==> src/hw/rtl/f2i_pkg.sv <==
package f2i_pkg;

   typedef enum logic [1:0] {
      OP_S2I32 = 2'd0,
      OP_S2I64 = 2'd1,
      OP_D2I32 = 2'd2,
      OP_D2I64 = 2'd3
   } opcode_type;

   typedef struct packed {
      logic [1:0]  opcode;
      logic [63:0] operand_bits;
   } req_type;

   typedef struct packed {
      logic signed [63:0] result;
   } rsp_type;

   localparam logic [63:0] MAX64 = 64'h7fff_ffff_ffff_ffff;
   localparam logic [63:0] MIN64 = 64'h8000_0000_0000_0000;
   localparam logic [63:0] MAX32 = 64'h0000_0000_7fff_ffff;
   localparam logic [63:0] MIN32 = 64'hffff_ffff_8000_0000;

   // Classification code carried from decode to the final stage.
   typedef enum logic [1:0] {
      CLS_ZERO = 2'd0,
      CLS_SAT  = 2'd1,
      CLS_NUM  = 2'd2
   } cls_type;

endpackage

==> src/hw/rtl/f2i_if.sv <==
interface f2i_req_if;
   import f2i_pkg::*;
   logic    valid;
   logic    ready;
   req_type data;
   modport source (output valid, output data, input ready);
   modport sink (input valid, input data, output ready);
endinterface

interface f2i_rsp_if;
   import f2i_pkg::*;
   logic    valid;
   logic    ready;
   rsp_type data;
   modport source (output valid, output data, input ready);
   modport sink (input valid, input data, output ready);
endinterface

==> src/hw/rtl/float_to_int_saturating_convert_top.sv <==
// A request beat passes through the stage 1, stage 2 and stage 3 registers to its response beat.
// Throughput: one beat per cycle; the pipeline advances whenever its output
// register is empty or being taken, so a stall holds every stage in place.
// Reset (synchronous, active high) clears all stage valid bits; payload
// registers are not reset.
module float_to_int_saturating_convert_top (
   input logic clock,
   input logic reset,
   f2i_req_if.sink   req,
   f2i_rsp_if.source rsp
);
   import f2i_pkg::*;

   logic advance;
   logic v1_ff, v2_ff, v3_ff;

   // Stage 1 registers: decoded fields.
   logic        neg1_ff;
   logic        wide1_ff;
   cls_type     cls1_ff;
   logic [52:0] mant1_ff;
   logic [5:0]  e1_ff;
   logic        dbl1_ff;

   // Stage 2 registers: magnitude.
   logic        neg2_ff;
   logic        wide2_ff;
   cls_type     cls2_ff;
   logic [62:0] mag2_ff;

   logic [63:0] res3_ff;

   assign advance   = !v3_ff || rsp.ready;
   assign req.ready = advance;

   // Decode combinational signals.
   logic        dbl, wide, neg, is_max, fz;
   logic [10:0] expf;
   logic [10:0] bias;
   logic [10:0] e_full;
   logic [5:0]  tgt;
   logic [52:0] mant;
   cls_type     cls;

   always_comb begin
      dbl  = req.data.opcode[1];
      wide = req.data.opcode[0];
      if (dbl) begin
         neg    = req.data.operand_bits[63];
         expf   = req.data.operand_bits[62:52];
         mant   = {1'b1, req.data.operand_bits[51:0]};
         fz     = req.data.operand_bits[51:0] == 52'd0;
         is_max = expf == 11'h7ff;
         bias   = 11'd1023;
      end else begin
         neg    = req.data.operand_bits[31];
         expf   = {3'd0, req.data.operand_bits[30:23]};
         mant   = {1'b1, req.data.operand_bits[22:0], 29'd0};
         fz     = req.data.operand_bits[22:0] == 23'd0;
         is_max = expf == 11'h0ff;
         bias   = 11'd127;
      end
      tgt    = wide ? 6'd63 : 6'd31;
      e_full = expf - bias;
      if (is_max) begin
         cls = fz ? CLS_SAT : CLS_ZERO;
      end else if (expf < bias) begin
         cls = CLS_ZERO;
      end else if (e_full >= {5'd0, tgt}) begin
         cls = CLS_SAT;
      end else begin
         cls = CLS_NUM;
      end
   end

   // Stage 1: classify and align the mantissa at bit 52.
   always_ff @(posedge clock) begin
      if (reset) begin
         v1_ff <= 1'b0;
      end else if (advance) begin
         v1_ff <= req.valid;
      end
      if (advance) begin
         neg1_ff  <= neg;
         wide1_ff <= wide;
         cls1_ff  <= cls;
         mant1_ff <= mant;
         e1_ff    <= e_full[5:0];
         dbl1_ff  <= dbl;
      end
   end

   // Stage 2: shift the mantissa to form the magnitude (value = mant * 2^(e-52)).
   logic [115:0] shifted;
   always_comb begin
      shifted = {63'd0, mant1_ff} << e1_ff;
   end

   always_ff @(posedge clock) begin
      if (reset) begin
         v2_ff <= 1'b0;
      end else if (advance) begin
         v2_ff <= v1_ff;
      end
      if (advance) begin
         neg2_ff  <= neg1_ff;
         wide2_ff <= wide1_ff;
         cls2_ff  <= cls1_ff;
         mag2_ff  <= shifted[114:52];
      end
   end

   // Stage 3: apply sign, saturation and zero.
   logic [63:0] res;
   always_comb begin
      case (cls2_ff)
         CLS_SAT: begin
            if (wide2_ff) res = neg2_ff ? MIN64 : MAX64;
            else          res = neg2_ff ? MIN32 : MAX32;
         end
         CLS_NUM:  res = neg2_ff ? 64'd0 - {1'b0, mag2_ff} : {1'b0, mag2_ff};
         default:  res = 64'd0;
      endcase
   end

   always_ff @(posedge clock) begin
      if (reset) begin
         v3_ff <= 1'b0;
      end else if (advance) begin
         v3_ff <= v2_ff;
      end
      if (advance) begin
         res3_ff <= res;
      end
   end

   assign rsp.valid       = v3_ff;
   assign rsp.data.result = res3_ff;

   // The output stage holds its beat while the consumer stalls.
   a_hold: assert property (@(posedge clock) disable iff (reset)
      (v3_ff && !rsp.ready) |=> (v3_ff && $stable(res3_ff)))
      else $error("response changed during stall");

   // A 32-bit conversion always yields a sign-extended result.
   a_ext: assert property (@(posedge clock) disable iff (reset)
      (v2_ff && advance && !wide2_ff) |=> (res3_ff[63:31] == {33{res3_ff[31]}}))
      else $error("32-bit result not sign-extended");

   // Stage valid bits advance together.
   a_flow: assert property (@(posedge clock) disable iff (reset)
      (advance && v2_ff) |=> v3_ff)
      else $error("pipeline lost a beat");

   // A single-precision value of the numeric class converted to 32 bits has an exponent below 31.
   a_dbl: assert property (@(posedge clock) disable iff (reset)
      (v1_ff && !dbl1_ff && cls1_ff == CLS_NUM) |-> (e1_ff < 6'd31 || wide1_ff))
      else $error("single exponent out of range");

endmodule
==> src/flat_wrapper.sv <==
// flat-port wrapper written by rule: the top's interface ports become plain ports
module float_to_int_saturating_convert_top_flat import f2i_pkg::*;
  (clock, reset, req_valid, req_data, req_ready, rsp_valid, rsp_data, rsp_ready);
  f2i_req_if req_i ();
  f2i_rsp_if rsp_i ();
  input logic clock;
  input logic reset;
  input wire logic [$bits(req_i.valid)-1:0] req_valid;
  input wire logic [$bits(req_i.data)-1:0] req_data;
  output wire logic [$bits(req_i.ready)-1:0] req_ready;
  output wire logic [$bits(rsp_i.valid)-1:0] rsp_valid;
  output wire logic [$bits(rsp_i.data)-1:0] rsp_data;
  input wire logic [$bits(rsp_i.ready)-1:0] rsp_ready;
  assign req_i.valid = req_valid;
  assign req_i.data = req_data;
  assign req_ready = req_i.ready;
  assign rsp_valid = rsp_i.valid;
  assign rsp_data = rsp_i.data;
  assign rsp_i.ready = rsp_ready;
  float_to_int_saturating_convert_top u_core (.clock(clock), .reset(reset), .req(req_i), .rsp(rsp_i));
endmodule
==> config.mk <==
export PLATFORM = sky130hd
export DESIGN_NAME = float_to_int_saturating_convert_top_flat
export DESIGN_NICKNAME = d
export VERILOG_FILES = /design/src/hw/rtl/f2i_pkg.sv /design/src/hw/rtl/f2i_if.sv /design/src/hw/rtl/float_to_int_saturating_convert_top.sv /design/src/flat_wrapper.sv
export SDC_FILE = /design/constraint.sdc
export NUM_CORES = 1
export LEC_CHECK = 0
export BUFFER_PORTS_ARGS = -buffer_cell sky130_fd_sc_hd__clkbuf_2
export CAP_MARGIN = 20
export CORE_MARGIN = 4
export CORE_UTILIZATION = 41
export CTS_CLUSTER_DIAMETER = 120
export CTS_CLUSTER_SIZE = 20
export DETAILED_ROUTE_END_ITERATION = 8
export PLACE_DENSITY = 0.68
export SYNTH_ARGS = -nofsm -noshare
export SYNTH_HDL_FRONTEND = slang
export SYNTH_SLANG_ARGS = --single-unit
==> constraint.sdc <==
create_clock -name clock -period 6.8 [get_ports clock]
set_input_delay 0.34 -clock clock [delete_from_list [all_inputs] [get_ports clock]]
set_output_delay 0.34 -clock clock [all_outputs]
set_load 0.1 [all_outputs]
==> run_summary.xml <==
<?xml version="1.0" encoding="UTF-8"?>
<metrics>
  <group name="grt">
    <metric name="globalRouteOverflowTotal" unit="">0</metric>
    <metric name="grt_antenna_before_repair" unit="">0</metric>
    <metric name="wire_length_of_the_first_global_routing_pass" unit="mm">54.92</metric>
    <metric name="overall_global_routing_usage" unit="%">20.25</metric>
    <metric name="grt_start_max_net_pins" unit="">111</metric>
    <metric name="grt_pass1_vias" unit="">9429</metric>
  </group>
  <group name="yosys">
    <metric name="synth_top_flop_cell" unit="">edfxtp_1</metric>
    <metric name="synth_top_cells_by_area" unit="">edfxtp_1 45%, mux4_2 8.8%, mux2_2 5.5%</metric>
    <metric name="postSynthNetCount" unit="">1265</metric>
    <metric name="ys_ff_latch" unit="">196</metric>
    <metric name="syn_area" unit="sq um">12990</metric>
    <metric name="synthArstFlopShare" unit="%">0</metric>
    <metric name="synth_top_area_cell" unit="">edfxtp_1</metric>
    <metric name="ys.warnings.count" unit="">0</metric>
    <metric name="synth_top_cell_area_share" unit="%">44.62</metric>
    <metric name="netlist_instances" unit="">1189</metric>
    <metric name="synth.avg_cell_area" unit="sq um">10.92</metric>
    <metric name="yosysUniqueCellTypes" unit="">84</metric>
    <metric name="synth_enable_flop_cells" unit="">193</metric>
    <metric name="synth_seq_area_share" unit="%">45.08</metric>
  </group>
  <group name="sta">
    <metric name="fin_worst_skew" unit="ns">0.01872</metric>
    <metric name="min_setup_slack_post_route" unit="ns">3.656</metric>
    <metric name="setup_tns" unit="ns">0</metric>
    <metric name="worstMarginPinSlew" unit="ns">1.093</metric>
    <metric name="relative_slew_slack" unit="%">27.11</metric>
    <metric name="final-hold-violation-count" unit="">0</metric>
    <metric name="final_period_demand_of_the_worst_path" unit="ns">3.144</metric>
    <metric name="setup-violations-final" unit="">0</metric>
    <metric name="max_freq" unit="GHz">0.3181</metric>
    <metric name="layout_worst_path_cycle_share" unit="%">46.23</metric>
    <metric name="final_max_slew_viol_count" unit="">0</metric>
    <metric name="rsz0062_at_grt" unit="">false</metric>
  </group>
  <group name="power_and_ir_drop">
    <metric name="power.static_leakage" unit="nW">5.728</metric>
    <metric name="total_power" unit="mW">4.269</metric>
    <metric name="areal_power_density_over_the_cells" unit="nW/um^2">294.9</metric>
    <metric name="peakVddDrop" unit="mV">0.1751</metric>
  </group>
  <group name="clock_tree">
    <metric name="cts_resized" unit="">0</metric>
    <metric name="clock-sinks" unit="">196</metric>
    <metric name="insertion_delay" unit="ns">0.44</metric>
    <metric name="clock_tree_from_tritoncts" unit="">built</metric>
    <metric name="post_cts_setup_bufs" unit="">0</metric>
    <metric name="cts-buffers-inserted" unit="">17</metric>
    <metric name="clock_tree.root_cell" unit="">clkbuf_16</metric>
    <metric name="clk_pin_slew" unit="ns">0.08</metric>
    <metric name="cts_hold_buffers" unit="">0</metric>
    <metric name="htree_levels" unit="">4</metric>
    <metric name="cts_buffer_depth" unit="">2</metric>
  </group>
  <group name="critical_path">
    <metric name="critical_path_cell_by_cell" unit="">buf_4 &gt; mux4_2 &gt; nand2_1 &gt; nand2_1 &gt; o21ai_0 &gt; a2bb2oi_1 &gt; a21oi_1</metric>
    <metric name="worst_path_max_delay_cell" unit="">buf_4</metric>
    <metric name="cpLargestDelayFamily" unit="">compound AO/OA/AOI/OAI gates</metric>
    <metric name="critical_path.max_fanout" unit="">60</metric>
    <metric name="required" unit="ns">6.96</metric>
    <metric name="critical_path_buf_inv_count" unit="">1</metric>
    <metric name="cp_data_arrival_time" unit="ns">3.31</metric>
    <metric name="setup.worst_path.start_class" unit="">register</metric>
    <metric name="max_stage_delay" unit="ns">0.72</metric>
    <metric name="timing.critical_path.mode_cell" unit="">nand2_1</metric>
    <metric name="critical_path.endpoint_type" unit="">register</metric>
    <metric name="path_class" unit="">reg2reg</metric>
  </group>
  <group name="placed_design">
    <metric name="hpwl_after_detailed_placement" unit="mm">26.04</metric>
    <metric name="gp_congestion" unit="">0.9355</metric>
    <metric name="placement.io_buffers" unit="">135</metric>
    <metric name="minimum_setup_slack_after_placement" unit="ns">3.587</metric>
    <metric name="dpl_cell_area" unit="sq um">13900</metric>
  </group>
  <group name="detailed_routing">
    <metric name="vias_per_cell" unit="">5.989</metric>
    <metric name="route.final.wire_length" unit="mm">35.11</metric>
    <metric name="ant_nets" unit="">0</metric>
    <metric name="route.vias.total" unit="">10040</metric>
    <metric name="drt-wirelength-per-cell" unit="microns">20.93</metric>
    <metric name="detailedRoute.firstIterationViolations" unit="">1060</metric>
    <metric name="pre_repair_dr_iteration_count" unit="">7</metric>
    <metric name="route.detailed.drc" unit="">0</metric>
  </group>
  <group name="final_layout">
    <metric name="n_antenna_cell" unit="">0</metric>
    <metric name="area_growth_syn_to_layout" unit="%">11.45</metric>
    <metric name="design.final.nets" unit="">1345</metric>
    <metric name="drive_above_1_share" unit="%">25.76</metric>
    <metric name="final_cell_mix" unit="">193 x edfxtp_1, 135 x clkbuf_2, 116 x nand2_1</metric>
    <metric name="multiInputGateArea" unit="sq um">6655</metric>
    <metric name="postLayoutCellArea" unit="sq um">14480</metric>
    <metric name="ff_latch_area" unit="sq um">5856</metric>
    <metric name="fill_cells" unit="">2847</metric>
    <metric name="mostFrequentLayoutCell" unit="">edfxtp_1</metric>
  </group>
  <group name="floorplan">
    <metric name="row_count" unit="">64</metric>
    <metric name="initial_utilization" unit="%">42.02</metric>
    <metric name="dieHeight" unit="microns">186.0</metric>
    <metric name="core_region_area" unit="sq um">30910</metric>
    <metric name="design.die.area" unit="sq um">34590</metric>
    <metric name="floorplan.io_pins" unit="">136</metric>
    <metric name="fp.dieW" unit="microns">186.0</metric>
  </group>
  <group name="flow_run">
    <metric name="cap_viol_max_count" unit="">0</metric>
  </group>
  <group name="worst_hold_path">
    <metric name="worst_hold_path_type" unit="">in2reg</metric>
  </group>
  <group name="run_status">
    <metric name="outcome" unit="">finished, final reports clean</metric>
  </group>
</metrics>
[sequential cells by signal, summed over array words and instances (netlist names)]
| register | count |
|---|---|
| u_core.cls1_ff | 2 |
| u_core.wide1_ff | 1 |
| u_core.v1_ff | 1 |
| u_core.wide2_ff | 1 |
| u_core.mant1_ff | 52 |
| u_core.neg2_ff | 1 |
| u_core.v2_ff | 1 |
| u_core.mag2_ff | 63 |
| u_core.cls2_ff | 2 |
| u_core.e1_ff | 6 |
| u_core.rsp.data | 64 |
| u_core.neg1_ff | 1 |
| u_core.rsp.valid | 1 |
[Yosys cell counts, drive strengths merged (3+ instances only)]
cell type,number
o41ai,15
o22a,4
nor2,107
a311o,3
a211oi,6
o311ai,6
o21a,10
nand4,13
or4,8
a311oi,4
o21ai,94
a21oi,54
nand2b,7
a2bb2oi,3
o22ai,3
nor2b,6
nand2,116
dfxtp,3
and2,37
ha,6
o211ai,6
nor4,19
o31ai,17
inv,28
or2,4
buf,35
edfxtp,193
mux4,51
o32ai,3
xnor2,7
clkbuf,53
and3,8
nand3,17
mux2,63
o211a,3
or3,13
o221a,3
a221oi,6
xor2,36
o221ai,3
nor3,24
nand3b,6
mux2i,55
[layer usage]
metal	vias to the layer above	global-route usage (%)	part of all wire [%]
met1	4849	29.57	46
met5	-	0	0
met3	50	2.560	5.9
li1	4712	-	-
met2	433	31.74	45
met4	0	6.092	2.6
[metrics by stage]
step / util, % / std cells / hold slack, ns
detailed placement: 44.96 / 1645 / 0.4093
finish: 46.83 / 1677 / 0.09481
global placement: 44.91 / 1644 / 0.4053
floorplan: - / 1189 / 0.4003
global route: 46.83 / 1677 / 0.08512
CTS: 46.79 / 1676 / 0.07834
[final timing paths]
check	start	to	slack, ns	cells after the start
max	u_core.e1_ff[0]	u_core.mag2_ff[1]	3.66	7
min	reset	u_core.v2_ff	0.09	2
max reg2reg	u_core.e1_ff[0]	u_core.mag2_ff[1]	3.66	7
min reg2reg	u_core.neg1_ff	u_core.neg2_ff	0.41	0
[layout make-up]
| type | count | area share (%) |
|---|---|---|
| timing repair buffer | 149 | 5.497 |
| clock inverter | 14 | 0.9594 |
| inverter | 28 | 0.7606 |
| multi-input combinational | 877 | 45.97 |
| sequential | 196 | 40.45 |
| clock buffer | 17 | 2.939 |
| tap | 396 | 3.423 |
[cells by family after synthesis]
logic type / after synthesis / synth area share, %
and+or+nand+nor: 396 / 15.62
AOI/OAI and AO/OA: 263 / 13.59
DFF: 196 / 45.08
muxes: 169 / 18.54
buffers and inverters: 116 / 3.680
xor gates and xnor gates: 43 / 2.900
adders and majority gates: 6 / 0.5780
[where the power goes]
part,switching (mW),leakage [nW],internal (mW)
clock,0.497,0.278,0.487
sequential,0.186,2.22,1.54
combinational,1.07,3.23,0.485
total,1.75,5.73,2.52
(Power assumes the default switching activity.)
